==> config.mk <==
export PLATFORM = sky130hd
export DESIGN_NAME = mpeg_pack_header_parser_top
export DESIGN_NICKNAME = d
export VERILOG_FILES = /design/src/sv/mphp_pkg.sv /design/src/sv/mphp_cmd_fifo.sv /design/src/sv/mphp_front.sv /design/src/sv/mphp_back.sv /design/src/sv/mpeg_pack_header_parser_top.sv
export SDC_FILE = /design/constraint.sdc
export NUM_CORES = 1
export LEC_CHECK = 0
export BUFFER_PORTS_ARGS = -buffer_cell sky130_fd_sc_hd__buf_2
export CAP_MARGIN = 0
export CELL_PAD_IN_SITES_DETAIL_PLACEMENT = 2
export CELL_PAD_IN_SITES_GLOBAL_PLACEMENT = 2
export CORE_UTILIZATION = 47
export CTS_BUF_LIST = sky130_fd_sc_hd__clkbuf_4 sky130_fd_sc_hd__clkbuf_8
export CTS_CLUSTER_DIAMETER = 30
export DETAILED_ROUTE_END_ITERATION = 10
export PLACE_DENSITY_LB_ADDON = 0.1
export SLEW_MARGIN = 20
export SYNTH_ARGS = -nofsm -noshare
export SYNTH_HDL_FRONTEND = slang
export SYNTH_HIERARCHICAL = 1
export SYNTH_SLANG_ARGS = --single-unit
==> constraint.sdc <==
create_clock -name clk_i -period 15.9 [get_ports clk_i]
set_clock_uncertainty 0.15 [all_clocks]
set_input_delay 0 -clock clk_i [delete_from_list [all_inputs] [get_ports clk_i]]
set_output_delay 0 -clock clk_i [all_outputs]
set_load 0.01 [all_outputs]
==> src/sv/mphp_pkg.sv <==
// Types, constants and helpers of the MPEG pack header parser.
package mphp_pkg;

  localparam int unsigned HdrBytes = 10;

  // Byte positions inside a pack header.
  localparam logic [3:0] PosStartLen  = 4'd4;
  localparam logic [3:0] PosM1Last    = 4'd11;
  localparam logic [3:0] PosM2Last    = 4'd13;
  localparam logic [3:0] PosStuffing  = 4'd14;

  localparam logic [1:0] SyntaxMpeg2  = 2'b01;

  typedef struct packed {
    logic [7:0] data_byte;
    logic       frame_start;
  } mphp_in_t;

  typedef struct packed {
    logic        is_mpeg2;
    logic [32:0] clock_ref_base;
    logic [8:0]  clock_ref_ext;
    logic [21:0] mux_rate;
    logic [2:0]  stuffing_count;
    logic        bad_start;
  } mphp_out_t;

  // Work item from front to back.
  typedef struct packed {
    logic [7:0] data_byte;
    logic [3:0] idx;      // header byte slot 0..9
    logic       capture;  // store data_byte into slot idx
    logic       emit;     // header complete, build a result
    logic       bad;      // start code mismatch result
    logic       mpeg2;
  } mphp_cmd_t;

  function automatic logic [7:0] start_code_byte(input logic [1:0] pos);
    logic [7:0] b;
    case (pos)
      2'd0:    b = 8'h00;
      2'd1:    b = 8'h00;
      2'd2:    b = 8'h01;
      default: b = 8'hBA;
    endcase
    return b;
  endfunction

endpackage

==> src/sv/mphp_cmd_fifo.sv <==
// Two-entry queue of work items between the parser front and back.
module mphp_cmd_fifo
  import mphp_pkg::*;
(
  input  logic      clk_i,
  input  logic      rst_ni,
  input  logic      wr_en_i,
  input  mphp_cmd_t wr_data_i,
  output logic      full_o,
  input  logic      rd_en_i,
  output mphp_cmd_t rd_data_o,
  output logic      empty_o
);

  mphp_cmd_t  mem_q [2];
  logic       wr_ptr_q, wr_ptr_d;
  logic       rd_ptr_q, rd_ptr_d;
  logic [1:0] count_q, count_d;
  logic       do_wr, do_rd;

  assign full_o    = (count_q == 2'd2);
  assign empty_o   = (count_q == 2'd0);
  assign rd_data_o = mem_q[rd_ptr_q];

  assign do_wr = wr_en_i && !full_o;
  assign do_rd = rd_en_i && !empty_o;

  always_comb begin
    wr_ptr_d = do_wr ? ~wr_ptr_q : wr_ptr_q;
    rd_ptr_d = do_rd ? ~rd_ptr_q : rd_ptr_q;
    count_d  = count_q;
    if (do_wr && !do_rd) begin
      count_d = count_q + 2'd1;
    end else if (do_rd && !do_wr) begin
      count_d = count_q - 2'd1;
    end
  end

  always_ff @(posedge clk_i or negedge rst_ni) begin
    if (!rst_ni) begin
      wr_ptr_q <= 1'b0;
      rd_ptr_q <= 1'b0;
      count_q  <= 2'd0;
    end else begin
      wr_ptr_q <= wr_ptr_d;
      rd_ptr_q <= rd_ptr_d;
      count_q  <= count_d;
    end
  end

  always_ff @(posedge clk_i) begin
    if (do_wr) begin
      mem_q[wr_ptr_q] <= wr_data_i;
    end
  end

endmodule

==> src/sv/mphp_front.sv <==
// Parser front: tracks header position and classifies bytes into work items (not every byte yields one).
module mphp_front
  import mphp_pkg::*;
(
  input  logic      clk_i,
  input  logic      rst_ni,
  input  logic      accept_i,
  input  mphp_in_t  in_data_i,
  output logic      cmd_push_o,
  output mphp_cmd_t cmd_o
);

  logic       act_q, act_d;
  logic [3:0] pos_q, pos_d;
  logic [2:0] stl_q, stl_d;
  logic       m2_q, m2_d;

  always_comb begin
    logic       act;
    logic [3:0] pos;
    logic [2:0] stl;
    logic       m2;
    logic [7:0] b;

    act = act_q;
    pos = pos_q;
    stl = stl_q;
    m2  = m2_q;
    b   = in_data_i.data_byte;

    cmd_o           = '0;
    cmd_o.data_byte = b;
    cmd_push_o      = 1'b0;

    if (accept_i) begin
      if (in_data_i.frame_start) begin
        act = 1'b1;
        pos = 4'd0;
        stl = 3'd0;
      end
      if (act) begin
        if (pos >= PosStuffing) begin
          stl = stl - 3'd1;
          if (stl == 3'd0) begin
            cmd_o.emit  = 1'b1;
            cmd_o.mpeg2 = m2;
            cmd_push_o  = 1'b1;
            act = 1'b0;
            pos = 4'd0;
          end
        end else if (pos < PosStartLen) begin
          if (b != start_code_byte(pos[1:0])) begin
            cmd_o.bad  = 1'b1;
            cmd_push_o = 1'b1;
            act = 1'b0;
            pos = 4'd0;
            stl = 3'd0;
          end else begin
            pos = pos + 4'd1;
          end
        end else begin
          cmd_o.capture = 1'b1;
          cmd_o.idx     = pos - PosStartLen;
          cmd_push_o    = 1'b1;
          if (pos == PosStartLen) begin
            m2 = (b[7:6] == SyntaxMpeg2);
          end
          cmd_o.mpeg2 = m2;
          if (!m2 && pos == PosM1Last) begin
            cmd_o.emit = 1'b1;
            act = 1'b0;
            pos = 4'd0;
            stl = 3'd0;
          end else if (m2 && pos == PosM2Last) begin
            stl = b[2:0];
            if (stl == 3'd0) begin
              cmd_o.emit = 1'b1;
              act = 1'b0;
              pos = 4'd0;
            end else begin
              pos = PosStuffing;
            end
          end else begin
            pos = pos + 4'd1;
          end
        end
      end
    end

    act_d = act;
    pos_d = pos;
    stl_d = stl;
    m2_d  = m2;
  end

  always_ff @(posedge clk_i or negedge rst_ni) begin
    if (!rst_ni) begin
      act_q <= 1'b0;
      pos_q <= 4'd0;
      stl_q <= 3'd0;
      m2_q  <= 1'b0;
    end else begin
      act_q <= act_d;
      pos_q <= pos_d;
      stl_q <= stl_d;
      m2_q  <= m2_d;
    end
  end

endmodule

==> src/sv/mphp_back.sv <==
// Parser back: stores header bytes, assembles fields and holds the result register.
module mphp_back
  import mphp_pkg::*;
(
  input  logic      clk_i,
  input  logic      rst_ni,
  input  logic      cmd_empty_i,
  input  mphp_cmd_t cmd_i,
  output logic      cmd_pop_o,
  input  logic      pop,
  output logic      empty,
  output mphp_out_t out_data_o
);

  logic [7:0]  hb_q [HdrBytes];
  logic        out_vld_q, out_vld_d;
  mphp_out_t   out_q;
  mphp_out_t   res;
  logic [79:0] hdr;
  logic        produces, slot_free, take;

  assign produces  = cmd_i.emit || cmd_i.bad;
  assign slot_free = !out_vld_q || pop;
  assign take      = !cmd_empty_i && (!produces || slot_free);
  assign cmd_pop_o = take;

  // Header view with the byte in flight bypassed into its slot, MSB first.
  always_comb begin
    for (int i = 0; i < HdrBytes; i++) begin
      hdr[79 - 8*i -: 8] = (cmd_i.capture && cmd_i.idx == 4'(i)) ? cmd_i.data_byte : hb_q[i];
    end
  end

  always_comb begin
    res = '0;
    if (cmd_i.bad) begin
      res.bad_start = 1'b1;
    end else if (cmd_i.mpeg2) begin
      res.is_mpeg2       = 1'b1;
      res.clock_ref_base = {hdr[77 -: 3], hdr[73 -: 15], hdr[57 -: 15]};
      res.clock_ref_ext  = hdr[41 -: 9];
      res.mux_rate       = hdr[31 -: 22];
      res.stuffing_count = hdr[2:0];
    end else begin
      res.clock_ref_base = {hdr[75 -: 3], hdr[71 -: 15], hdr[55 -: 15]};
      res.mux_rate       = hdr[38 -: 22];
    end
  end

  always_comb begin
    out_vld_d = out_vld_q;
    if (take && produces) begin
      out_vld_d = 1'b1;
    end else if (pop) begin
      out_vld_d = 1'b0;
    end
  end

  always_ff @(posedge clk_i or negedge rst_ni) begin
    if (!rst_ni) begin
      out_vld_q <= 1'b0;
    end else begin
      out_vld_q <= out_vld_d;
    end
  end

  always_ff @(posedge clk_i) begin
    if (take && produces) begin
      out_q <= res;
    end
    for (int i = 0; i < HdrBytes; i++) begin
      if (take && cmd_i.capture && cmd_i.idx == 4'(i)) begin
        hb_q[i] <= cmd_i.data_byte;
      end
    end
  end

  assign empty      = !out_vld_q;
  assign out_data_o = out_q;

endmodule

==> src/sv/mpeg_pack_header_parser_top.sv <==
// Top level of the MPEG program stream pack header parser.
//
//  channel | handshake          | payload                 | accepted when
//  --------+--------------------+-------------------------+------------------
//  input   | push (i), full (o) | in_data_i  (mphp_in_t)  | push && !full
//  result  | pop (i), empty (o) | out_data_o (mphp_out_t) | pop && !empty
//
// One byte is taken every cycle while the work queue has room; full only
// rises when results back up behind an unread result register.
// A result goes through the work queue and then the result register.
// Reset (rst_ni low, async) clears parse position, queue and result valid;
// stored header bytes are not reset and are always rewritten before use.
// A stalled result holds steady until popped; stalls never drop bytes.
module mpeg_pack_header_parser_top
  import mphp_pkg::*;
(
  input  logic      clk_i,
  input  logic      rst_ni,
  input  logic      push,
  output logic      full,
  input  mphp_in_t  in_data_i,
  input  logic      pop,
  output logic      empty,
  output mphp_out_t out_data_o
);

  logic      accept;
  logic      cmd_push;
  mphp_cmd_t cmd_wr;
  logic      cmd_pop;
  mphp_cmd_t cmd_rd;
  logic      cmd_empty;

  // Byte accepted: front updates its position state on this edge.
  assign accept = push && !full;

  // Front: start code check, syntax detection, stuffing count-down.
  mphp_front u_front (
    .clk_i      (clk_i),
    .rst_ni     (rst_ni),
    .accept_i   (accept),
    .in_data_i  (in_data_i),
    .cmd_push_o (cmd_push),
    .cmd_o      (cmd_wr)
  );

  // Short queue so the front keeps running while a result waits.
  mphp_cmd_fifo u_fifo (
    .clk_i     (clk_i),
    .rst_ni    (rst_ni),
    .wr_en_i   (cmd_push),
    .wr_data_i (cmd_wr),
    .full_o    (full),
    .rd_en_i   (cmd_pop),
    .rd_data_o (cmd_rd),
    .empty_o   (cmd_empty)
  );

  // Back: header byte store, field assembly, result register.
  mphp_back u_back (
    .clk_i       (clk_i),
    .rst_ni      (rst_ni),
    .cmd_empty_i (cmd_empty),
    .cmd_i       (cmd_rd),
    .cmd_pop_o   (cmd_pop),
    .pop         (pop),
    .empty       (empty),
    .out_data_o  (out_data_o)
  );

endmodule

# After elaboration in Yosys (flattened, before gate mapping)
# Memory sizes are Yosys's and may differ from the RTL's.
# Cells that the tools add are included.
[word_totals]
memories = 2
reg_bits = 83
ramBits = 112
elab_cells = 228
out_inout_bits = 71
inputBits = 13
[memory_table]
columns = ["memory", "words", "word_bits", "rd", "rd_ports_with_merged_regs", "wr", "line", "rtl"]
rows = [
  ["u_back.hb_q", 10, 8, 10, 0, 1, "mphp_back.sv:15", "logic [7:0] hb_q [HdrBytes];"],
  ["u_fifo.mem_q", 2, 16, 1, 0, 1, "mphp_cmd_fifo.sv:15", "mphp_cmd_t mem_q [2];"],
]
[op_classes]
order_cmp = 2
eq_ne = 17
bitwise = 5
n_reduce_logical = 59
addsub = 5
n_mux = 124
[op_table]
columns = ["op", "count"]
rows = [
  ["$mux 8", 23],
  ["$mux 4", 19],
  ["$reduce_or 8->1", 9],
  ["$mux 1", 65],
  ["$mux 33", 1],
  ["$logic_and 1x1->1", 30],
  ["$mux 3", 9],
  ["$mux 22", 1],
  ["$eq 4x3->1 const B", 5],
  ["$eq 4x4->1 const B", 4],
  ["$pmux 8 s2", 1],
  ["$mux 6", 2],
  ["$eq 4x2->1 const B", 2],
  ["$ne 8x8->1", 1],
  ["$logic_not 1->1", 7],
  ["$logic_not 3->1", 2],
  ["$mux 5", 1],
  ["$not 1->1", 5],
  ["$add 4x1->4 const B", 1],
  ["$eq 2x1->1 const B", 2],
  ["$eq 2x2->1 const B", 2],
  ["$eq 4x1->1 const B", 1],
  ["$ge 4x4->1 const B", 1],
  ["$logic_not 2->1", 2],
  ["other kinds (11)", 16],
]

# Longest topological paths before layout
# Gate-level depths: netlist of the first run.
[logic_depth]
word_depth = 22
depth_mapped = 14
ltp_nobuf = 13

# Modules after synthesis
# Netlist of the first run, hierarchy kept.
[modules_own_cells]
columns = ["mod", "area_each_um2", "instances", "cells_per_inst"]
rows = [
  ["mphp_back", 6113.4, 1, 403],
  ["mphp_cmd_fifo", 1402.6, 1, 69],
  ["mphp_front", 1013.5, 1, 128],
  ["mpeg_pack_header_parser_top", 13.8, 1, 1],
]

# Worst setup path after synthesis of the first run
# Ideal clock, no wire load.
[synth_path]
path_kind = "register to register"
startpoint = "register u_fifo.rd_ptr_q"
endpoint = "register u_back.out_q, in the netlist u_back/out_data_o[0] (enable)"
setup_slack_ns = 10.758
required_time_ns = 15.253
arrival_ns = 4.495
stages_incl_launch_ff = 9
path_buffers = 4
period_less_slack_ns = 5.142
cell_sequence = "dfrtp_1 -> buf_6 -> buf_12 -> mux2_4 -> clkbuf_1 -> nor2_1 -> o21bai_1 -> clkbuf_1 -> nor2_1"
[synth_rtl]
columns = ["item", "line", "rtl"]
rows = [
  ["start, declared", "mphp_cmd_fifo.sv:17", "logic rd_ptr_q, rd_ptr_d;"],
  ["start signal, assigned", "mphp_cmd_fifo.sv:46", "rd_ptr_q <= rd_ptr_d;"],
  ["end signal, assigned", "mphp_back.sv:69", "out_q <= res;"],
  ["end, declared", "mphp_back.sv:17", "mphp_out_t out_q;"],
]

==> impl_metrics.tcl, run 1 <==
set metrics [dict create \
    core_um2 17540 \
    fin_area_um2 9543 \
    synth-edff-count 172 \
    clock_sinks 186 \
    clkPwrFrac_pct 19.2 \
    fin_crit_sh_pct 24.70 \
    end_kind "flip-flop" \
    via_count 5697 \
    synth_cell_types 67 \
    ys.flop_type "edfxtp_1" \
    htreeDepth 4 \
    path_max_fanout 46 \
    cts_setup_buffers 0 \
    io_pins 84 \
    fin_crit_ns 3.927 \
    clk_latency_ns 0.48 \
    cts_resized 0 \
    drv_slew 0 \
    power_switching_share_pct 38.29 \
    synth-async-reset-ratio_pct 7.527 \
    leakage_nw 3.551 \
    ant_nets 0 \
    final_common_cell "edfxtp_1" \
    hold_violations 0 \
    syn_area_um2 8543 \
    synth-seq-cells 186 \
    synth_top_area_share_pct 60.46 \
    tightest_slew_ns 0.8926 \
    max-cap-violations 0 \
    path_class "flip-flop to flip-flop" \
    final_nets 689 \
    max_freq_mhz 254.7 \
    place_area_um2 9000 \
    critPathRequiredTime_ns 15.88 \
    synth_cells 601 \
    min-delay-path-class "input pin to flip-flop" \
    hpwl_um 16900 \
    ys_seq_area_share_pct 64.56 \
    rsz0062_at_grt "no" \
    net-switching-power_mw 0.6707 \
    outcome "finished clean" \
    internal_power_mw 1.081 \
    slew-limit-headroom_pct 40.49 \
    die_w_um 136.8 \
    final_cell_mix "172 x edfxtp_1, 83 x buf_2, 40 x mux2i_1" \
    first_pass_iters 4 \
    drive_above_1_share_pct 25.00 \
    yosysWarnings 6 \
    cts_tree "yes" \
    root_buffer "clkbuf_8" \
    finalSetupViolations 0 \
    drcViolationCount 0 \
    die-area_um2 18720 \
    postLayoutCoreUtil_pct 54.42 \
    grt_max_degree 50 \
    gp_congestion 0.8805 \
    setup_tns_ns 0 \
    p_per_area_nw_per_um2 183.6 \
    clockBufferDepth 2 \
    yosys-top-cells-area "edfxtp_1 60%, mux2i_1 4.7%, dfrtp_1 4.1%" \
    clk_pin_slew_ns 0.10 \
    start_kind "flip-flop" \
    antenna_found_initial 1 \
    portBuffers 83 \
    cp_data_arrival_time_ns 3.90 \
    avgSynthCellArea_um2 14.21 \
    ir_drop_mv 0.1090 \
    routed_via_density 6.267 \
    die_h_um 136.8 \
    overflow 0 \
    seqPwrFrac_pct 45.4 \
    row_count 48 \
    grt_pass1_vias 6265 \
    avgRoutedWirePerCell_um 28.53 \
    first_iter_violations 404 \
    grt_pass1_wl_um 39130 \
    area_growth_syn_to_layout_pct 11.70 \
    track_usage_pct 29.52 \
    cts_made_buffers 17 \
    syn-num-nets 619 \
    initial_core_util_pct 48.72 \
    p_comb_share_pct 35.4 \
    diodes 0 \
    yosysTopAreaCell "edfxtp_1" \
    wl_um 25930 \
]
worst max-delay path: stages, from the launching register on:
cell,delay (ns)
dfrtp_1,0.92
mux2_4,0.55
nor2_1,0.35
o21bai_1,0.12
buf_4,0.21
nor2_4,0.58
buf_4,0.63
sequential cells by signal, summed over array words and instances, names as in the netlist:
register and flops:
u_front/pos_q 4, u_back/out_vld_q 1, u_front/stl_q 3, u_fifo/mem_q 32
u_fifo/rd_ptr_q 1, u_front/m2_q 1, u_fifo/count_q 2, u_fifo/wr_ptr_q 1
u_back/out_data_o 69, u_back/hb_q 71, u_front/act_q 1
metal layers:
metal  wire length [µm]  vias up  track usage (%)
li1                   -     2443                -
met1              10080     3012            34.43
met2              13960      188            53.33
met3               1096       52            5.667
met4                789        2            11.72
met5                  9        -                0
cell type report:
type | instances | area (µm²)
inverters | 10 | 37.54
multi-input cells | 356 | 2720
flip-flops and latches | 186 | 5515
clock inverters | 15 | 178.9
well taps | 225 | 281.5
repair buffers | 100 | 575.6
fillers | 1667 | 7994
clock buffers | 17 | 234.0
path summary, 6_finish.rpt:
path / slack, ns / endpoint / depth (start not counted) / start
worst max-delay path: 11.97 / u_back/out_data_o[62]$_SDFFCE_PP0P_ / 6 / u_fifo/rd_ptr_q$_DFFE_PN0P_
worst min-delay path: 0.14 / u_fifo/mem_q[0][12]$_DFFE_PP_ / 2 / in_data_i[5]
worst max register to register: 11.97 / u_back/out_data_o[62]$_SDFFCE_PP0P_ / 6 / u_fifo/rd_ptr_q$_DFFE_PN0P_
worst min register to register: 0.36 / u_fifo/wr_ptr_q$_DFFE_PN0P_ / 1 / u_fifo/wr_ptr_q$_DFFE_PN0P_
max in group asynchronous: 14.60 / u_fifo/count_q[1]$_DFFE_PN0P_ / 3 / rst_ni
min in group asynchronous: 0.52 / u_back/out_vld_q$_DFFE_PN0P_ / 3 / rst_ni
cells by family (layout without fill, tap and decap cells):
kind of cell,after synthesis,after routing,share of synthesized area [%]
adders and majority gates,5,5,0.7323
and+or+nand+nor,158,158,9.901
DFF,186,186,64.56
xor gates and xnor gates,6,6,0.6152
AOI/OAI and AO/OA,116,116,9.447
muxes,71,71,11.01
buffers and inverters,59,142,3.735
power by group through the flow:
stage	registers [mW]	logic, mW	clock network (mW)
after floorplan	0.842	0.335	0
after global placement	0.788	0.566	0
after detailed placement	0.807	0.615	0
after CTS	0.799	0.626	0.342
after global routing	0.809	0.662	0.359
final	0.796	0.620	0.336
per-stage QoR:
stage | hold WS [ns] | setup WS, ns | total power, mW | std cells
2_1_floorplan | -0.4456 | 10.76 | 1.177 | 601
3_3_place_gp | -0.2105 | 12.17 | 1.353 | 864
3_5_place_dp | -0.2061 | 11.93 | 1.422 | 864
4_1_cts | 0.09503 | 11.89 | 1.767 | 909
5_1_grt | 0.1141 | 11.78 | 1.830 | 909
6_report | 0.1402 | 11.97 | 1.752 | 909
cells in the mapped netlist (all sizes together), types with 3 or more instances:
cell / n
a211oi: 20
a21oi: 23
a221oi: 9
a22oi: 3
a31oi: 6
and2: 6
and3: 5
buf: 29
clkbuf: 20
dfrtp: 14
edfxtp: 172
ha: 5
inv: 10
mux2: 17
mux2i: 40
mux4: 14
nand2: 29
nand2b: 9
nand3: 21
nand4: 3
nor2: 41
nor2b: 23
nor3: 6
nor4: 3
o21ai: 18
o22ai: 19
xnor2: 3
xor2: 3
timing repair:
action                     4_1_cts  5_1_grt
setup endpoints to repair        0        0
hold buffers                    13        0
hold endpoints to repair        40        0
Power figures use the tool's default switching activity.
==> inputs of run 2 (changes only) <==
--- a/config.mk
+++ b/config.mk
@@ -9,7 +9,7 @@
 export CAP_MARGIN = 0
 export CELL_PAD_IN_SITES_DETAIL_PLACEMENT = 2
 export CELL_PAD_IN_SITES_GLOBAL_PLACEMENT = 2
-export CORE_UTILIZATION = 47
+export CORE_UTILIZATION = 44
 export CTS_BUF_LIST = sky130_fd_sc_hd__clkbuf_4 sky130_fd_sc_hd__clkbuf_8
 export CTS_CLUSTER_DIAMETER = 30
 export DETAILED_ROUTE_END_ITERATION = 10
==> constraint.sdc (replaced) <==
create_clock -name clk_i -period 4.1 [get_ports clk_i]
set_clock_uncertainty 0.15 [all_clocks]
set_input_delay 0 -clock clk_i [delete_from_list [all_inputs] [get_ports clk_i]]
set_output_delay 0 -clock clk_i [all_outputs]
set_load 0.01 [all_outputs]
==> run 2 against run 1 <==
  * Setup slack got worse by 11 ns
  * Critical endpoint is now u_fifo/count_q[1]$_DFFE_PN0P_
  * Non-clock buffer count grew 4
  * Final cell count grew 4.3%
  * Power rose to 3.8 times the previous value
  * Sequential cell count stayed put
  * Worst hold slack gained 0.016 ns
  * Routed wire length decreased by 9.4%
  * Fmax grew 21%
  * Register-to-register slack lost 11 ns
  * Count of clock-buffer cells in the layout up 1
  * Critical path type unchanged
  * Clock power grew to 3.5 times the previous value
==> impl_metrics.tcl, run 2 (synthesized netlist as in run 1, its figures left out) <==
set metrics [dict create \
    clk_latency_ns 0.46 \
    max_freq_mhz 307.9 \
    routed_via_density 5.778 \
    r2r_start "u_front/pos_q[0]$_DFFE_PN0P_" \
    p_comb_share_pct 36.2 \
    row_count 50 \
    largest_reg_flops 71 \
    io_pins 84 \
    multi_input_area_um2 2716 \
    clock_sinks 186 \
    drv_slew 0 \
    ctsHoldBuffers 13 \
    place_area_um2 9070 \
    initial_core_util_pct 45.22 \
    clockBufferDepth 2 \
    drcViolationCount 0 \
    fin_crit_sh_pct 79.21 \
    cp_data_arrival_time_ns 3.48 \
    outcome "finished clean" \
    fin_ws_ns 0.8524 \
    r2r_setup_slack_ns 0.85 \
    tightest_slew_ns 0.8322 \
    path_class "flip-flop to flip-flop" \
    setup_tns_ns 0 \
    die_w_um 141.3 \
    dp_slack_ns 0.8948 \
    hold_path_depth 2 \
    gp_congestion 0.8677 \
    fill_cells 1815 \
    track_usage_pct 24.41 \
    first_pass_iters 5 \
    p_per_area_nw_per_um2 687.9 \
    ir_drop_mv 0.2855 \
    core_um2 18890 \
    final_common_cell "edfxtp_1" \
    portBuffers 83 \
    die_h_um 141.3 \
    cts_made_buffers 17 \
    leakage_nw 3.538 \
    final_cell_mix "172 x edfxtp_1, 83 x buf_2, 40 x mux2i_1" \
    min-delay-path-class "input pin to flip-flop" \
    placed_cells 903 \
    final_nets 693 \
    seqCellArea_um2 5515 \
    wl_um 23490 \
    hold_violations 0 \
    finalSetupViolations 0 \
    clk_pin_slew_ns 0.10 \
    slew-limit-headroom_pct 44.52 \
    grt_pass1_vias 5952 \
    end_kind "flip-flop" \
    grt_max_degree 50 \
    fin_cells 948 \
    drive_above_1_share_pct 25.15 \
    area_growth_syn_to_layout_pct 11.95 \
    fin_crit_ns 3.248 \
    min_from "in_data_i[6]" \
    max-cap-violations 0 \
    critPathRequiredTime_ns 4.33 \
    r2r-end "u_fifo/count_q[1]$_DFFE_PN0P_" \
    path_max_fanout 6 \
    start_kind "flip-flop" \
    cts_resized 0 \
    overflow 0 \
    diodes 0 \
    cts_tree "yes" \
    hpwl_um 16020 \
    ant_nets 0 \
    holdPathEnd "u_fifo/mem_q[0][13]$_DFFE_PP_" \
    first_iter_violations 289 \
    die-area_um2 19980 \
    top_register "u_back/hb_q" \
    root_buffer "clkbuf_8" \
    via_count 5478 \
    cts_setup_buffers 0 \
    net-switching-power_mw 2.454 \
    rsz0062_at_grt "no" \
    clkPwrFrac_pct 17.8 \
    antenna_found_initial 0 \
    worstRegToRegCells 11 \
    avgRoutedWirePerCell_um 24.78 \
    internal_power_mw 4.125 \
    grt_pass1_wl_um 35710 \
    fin_area_um2 9564 \
    power_switching_share_pct 37.30 \
    htreeDepth 4 \
    seqPwrFrac_pct 46.0 \
    holdWs_ns 0.1567 \
]
-- run 2: power groups by stage --
stage	Sequential, mW	Combinational, mW	Clock [mW]
after floorplan	3.24	1.30	0
after global placement	3.03	2.26	0
after detailed placement	3.08	2.39	0
after CTS	3.04	2.41	1.20
after global routing	3.08	2.54	1.26
final	3.03	2.38	1.17
-- run 2: cell type report --
type / count / area share (%)
clock inverters: 14 / 1.282
inverters: 10 / 0.3925
well taps: 260 / 3.401
clock buffers: 18 / 2.525
repair buffers: 104 / 6.332
flip-flops and latches: 186 / 57.67
multi-input cells: 356 / 28.40
-- run 2: metrics by stage --
stage | power, mW | util (%)
final | 6.579 | 50.62
after global routing | 6.879 | 50.62
after CTS | 6.652 | 50.62
after detailed placement | 5.471 | 48.01
after global placement | 5.288 | 48.01
after floorplan | 4.548 | -
-- run 2: how the worst max path moves through the flow --
stage                                                to                          from  slack, ns
floorplan                u_back/out_data_o[0]$_DFFE_PP_   u_fifo/rd_ptr_q$_DFFE_PN0P_       0.08
global placement    u_back/out_data_o[18]$_SDFFCE_PP0P_   u_fifo/rd_ptr_q$_DFFE_PN0P_       1.12
detailed placement          u_back/hb_q[6][6]$_DFFE_PP_   u_fifo/rd_ptr_q$_DFFE_PN0P_       0.89
CTS                       u_fifo/count_q[1]$_DFFE_PN0P_  u_front/pos_q[0]$_DFFE_PN0P_       0.87
global route              u_fifo/count_q[1]$_DFFE_PN0P_  u_front/pos_q[0]$_DFFE_PN0P_       0.67
finish                    u_fifo/count_q[1]$_DFFE_PN0P_  u_front/pos_q[0]$_DFFE_PN0P_       0.85
-- run 2: per-layer routing --
metal,up-vias,track usage [%],wire (µm)
met3,33,3.274,705
li1,2445,-,-
met1,2857,29.85,9708
met5,-,0,0
met2,143,43.88,12580
met4,0,9.268,493
-- run 2: critical path: stages, from the launching register on --
cell	delay, ns
dfrtp_1	0.45
nor2b_1	0.30
ha_1	0.32
nand4_1	0.13
or4_4	0.47
a211oi_4	0.40
nor2_1	0.09
nand2_1	0.14
inv_1	0.07
ha_1	0.34
nor2_1	0.15
xor2_1	0.15
==> inputs of run 3 (changes only) <==
--- a/config.mk
+++ b/config.mk
@@ -9,7 +9,7 @@
 export CAP_MARGIN = 0
 export CELL_PAD_IN_SITES_DETAIL_PLACEMENT = 2
 export CELL_PAD_IN_SITES_GLOBAL_PLACEMENT = 2
-export CORE_UTILIZATION = 44
+export CORE_UTILIZATION = 39
 export CTS_BUF_LIST = sky130_fd_sc_hd__clkbuf_4 sky130_fd_sc_hd__clkbuf_8
 export CTS_CLUSTER_DIAMETER = 30
 export DETAILED_ROUTE_END_ITERATION = 10
==> constraint.sdc (replaced) <==
create_clock -name clk_i -period 2.9 [get_ports clk_i]
set_clock_uncertainty 0.15 [all_clocks]
set_input_delay 0 -clock clk_i [delete_from_list [all_inputs] [get_ports clk_i]]
set_output_delay 0 -clock clk_i [all_outputs]
set_load 0.01 [all_outputs]
==> run 3 against run 2 <==
  * Utilization decreased by 4.1 points
  * Critical path depth did not move
  * Largest cell class unchanged
  * Register-to-register slack lost 0.66 ns
  * Via count rose by 1.6%
  * Non-clock buffer count is 27 higher
==> impl_metrics.tcl, run 3 (synthesized netlist as in run 1, its figures left out) <==
set metrics [dict create \
    slowest_stage "or4_4" \
    end_kind "flip-flop" \
    core_um2 21220 \
    drcViolationCount 0 \
    fin_crit_ns 2.707 \
    die_w_um 150.0 \
    clockBufferDepth 2 \
    antenna_found_initial 0 \
    path_max_fanout 6 \
    final_common_cell "edfxtp_1" \
    ir_drop_mv 0.4922 \
    fill_cells 2107 \
    drive_above_1_share_pct 28.53 \
    initial_core_util_pct 40.26 \
    final_cell_mix "172 x edfxtp_1, 83 x buf_2, 40 x mux2i_1" \
    fin_ws_ns 0.1932 \
    die_h_um 150.0 \
    hpwl_um 15880 \
    portBuffers 83 \
    final_nets 720 \
    fin_crit_sh_pct 93.34 \
    htreeDepth 4 \
    root_buffer "clkbuf_8" \
    routed_via_density 5.619 \
    max_freq_mhz 369.4 \
    grt_max_degree 56 \
    postLayoutCoreUtil_pct 46.52 \
    gp_congestion 0.8487 \
    critPathRequiredTime_ns 3.15 \
    crit_top_cell "nor2_1" \
    dp_slack_ns 0.07838 \
    track_usage_pct 21.69 \
    first_iter_violations 211 \
    drv_slew 0 \
    cts_tree "yes" \
    min-delay-path-class "input pin to flip-flop" \
    clock_sinks 186 \
    cp_data_arrival_time_ns 2.96 \
    clk_pin_slew_ns 0.11 \
    wl_um 23330 \
    avgRoutedWirePerCell_um 23.56 \
    row_count 53 \
    placed_cells 945 \
    grt_pass1_vias 6153 \
    clk_latency_ns 0.47 \
    hold_violations 0 \
    diodes 0 \
    area_growth_syn_to_layout_pct 15.55 \
    leakage_nw 3.705 \
    finalSetupViolations 0 \
    fin_cells 990 \
    slew-limit-headroom_pct 45.19 \
    tightest_slew_ns 0.8195 \
    largest_reg_flops 71 \
    p_per_area_nw_per_um2 967.5 \
    max-cap-violations 0 \
    cts_made_buffers 17 \
    place_area_um2 9336 \
    outcome "finished clean" \
    first_pass_iters 4 \
    top_register "u_back/hb_q" \
    ant_nets 0 \
    cts_setup_buffers 0 \
    fin_area_um2 9872 \
    die-area_um2 22500 \
    via_count 5563 \
    grt_pass1_wl_um 35750 \
    overflow 0 \
    start_kind "flip-flop" \
    io_pins 84 \
    cpPeakStageDelay_ns 0.46 \
    path_class "flip-flop to flip-flop" \
    cp_cell_sequence "nor2b_2, ha_4, nand4_1, or4_4, a211oi_4, nor2_1, nand2_1, inv_1, ha_1, nor2_1, xor2_1" \
]
[run 3: layer usage]
metal	wire length (µm)	share of wire, %	global-route usage (%)	up-vias
met5	0	0	0	-
met1	9940	43	26.49	2918
li1	-	-	-	2503
met2	12270	53	38.77	116
met3	752	3.2	3.506	26
met4	369	1.6	7.273	0
[run 3: final timing paths]
| kind | depth (start not counted) | from | slack [ns] | endpoint |
|---|---|---|---|---|
| worst min-delay path | 2 | in_data_i[5] | 0.16 | u_fifo/mem_q[0][12]$_DFFE_PP_ |
| worst max register to register | 11 | u_front/pos_q[0]$_DFFE_PN0P_ | 0.19 | u_fifo/count_q[1]$_DFFE_PN0P_ |
| worst max-delay path | 11 | u_front/pos_q[0]$_DFFE_PN0P_ | 0.19 | u_fifo/count_q[1]$_DFFE_PN0P_ |
| worst min register to register | 1 | u_fifo/wr_ptr_q$_DFFE_PN0P_ | 0.36 | u_fifo/wr_ptr_q$_DFFE_PN0P_ |
| max in group asynchronous | 3 | rst_ni | 1.55 | u_fifo/rd_ptr_q$_DFFE_PN0P_ |
| min in group asynchronous | 3 | rst_ni | 0.53 | u_front/pos_q[2]$_DFFE_PN0P_ |
[run 3: worst max-delay path: cells and delay by family (launching register included)]
family / cells / cell delay [ns]
buf+inv: 1 / 0.06
flops: 1 / 0.35
fa+ha+maj: 2 / 0.53
compound gates: 1 / 0.27
xor+xnor: 1 / 0.15
simple gates: 6 / 1.14
[run 3: report_power, final]
part	internal (mW)	switching, mW
sequential	4.02	0.227
clock	0.717	1.03
combinational	1.26	2.29
[run 3: layout make-up]
cell class | instances | area, µm² | share of cell area [%]
tap | 275 | 344.1 | 3.485
multi-input combinational | 356 | 2739 | 27.74
inverter | 10 | 37.54 | 0.3802
clock inverter | 15 | 156.4 | 1.584
clock buffer | 17 | 234.0 | 2.370
timing repair buffer | 131 | 845.8 | 8.568
sequential | 186 | 5515 | 55.87
[run 3: per-stage QoR]
| stage | power [mW] | TNS (ns) | hold slack, ns |
|---|---|---|---|
| floorplan | 6.451 | -15.31 | -0.4456 |
| global placement | 7.710 | 0 | -0.2040 |
| detailed placement | 7.892 | 0 | -0.1927 |
| CTS | 9.667 | 0 | 0.1202 |
| global route | 10.04 | -0.007906 | 0.1460 |
| finish | 9.551 | 0 | 0.1604 |
[run 3: timing repair]
action / 4_1_cts / 5_1_grt
hold buffers: 13 / 0
setup endpoints to repair: 0 / 1
hold endpoints to repair: 42 / 0
gates resized for setup: 0 / 3
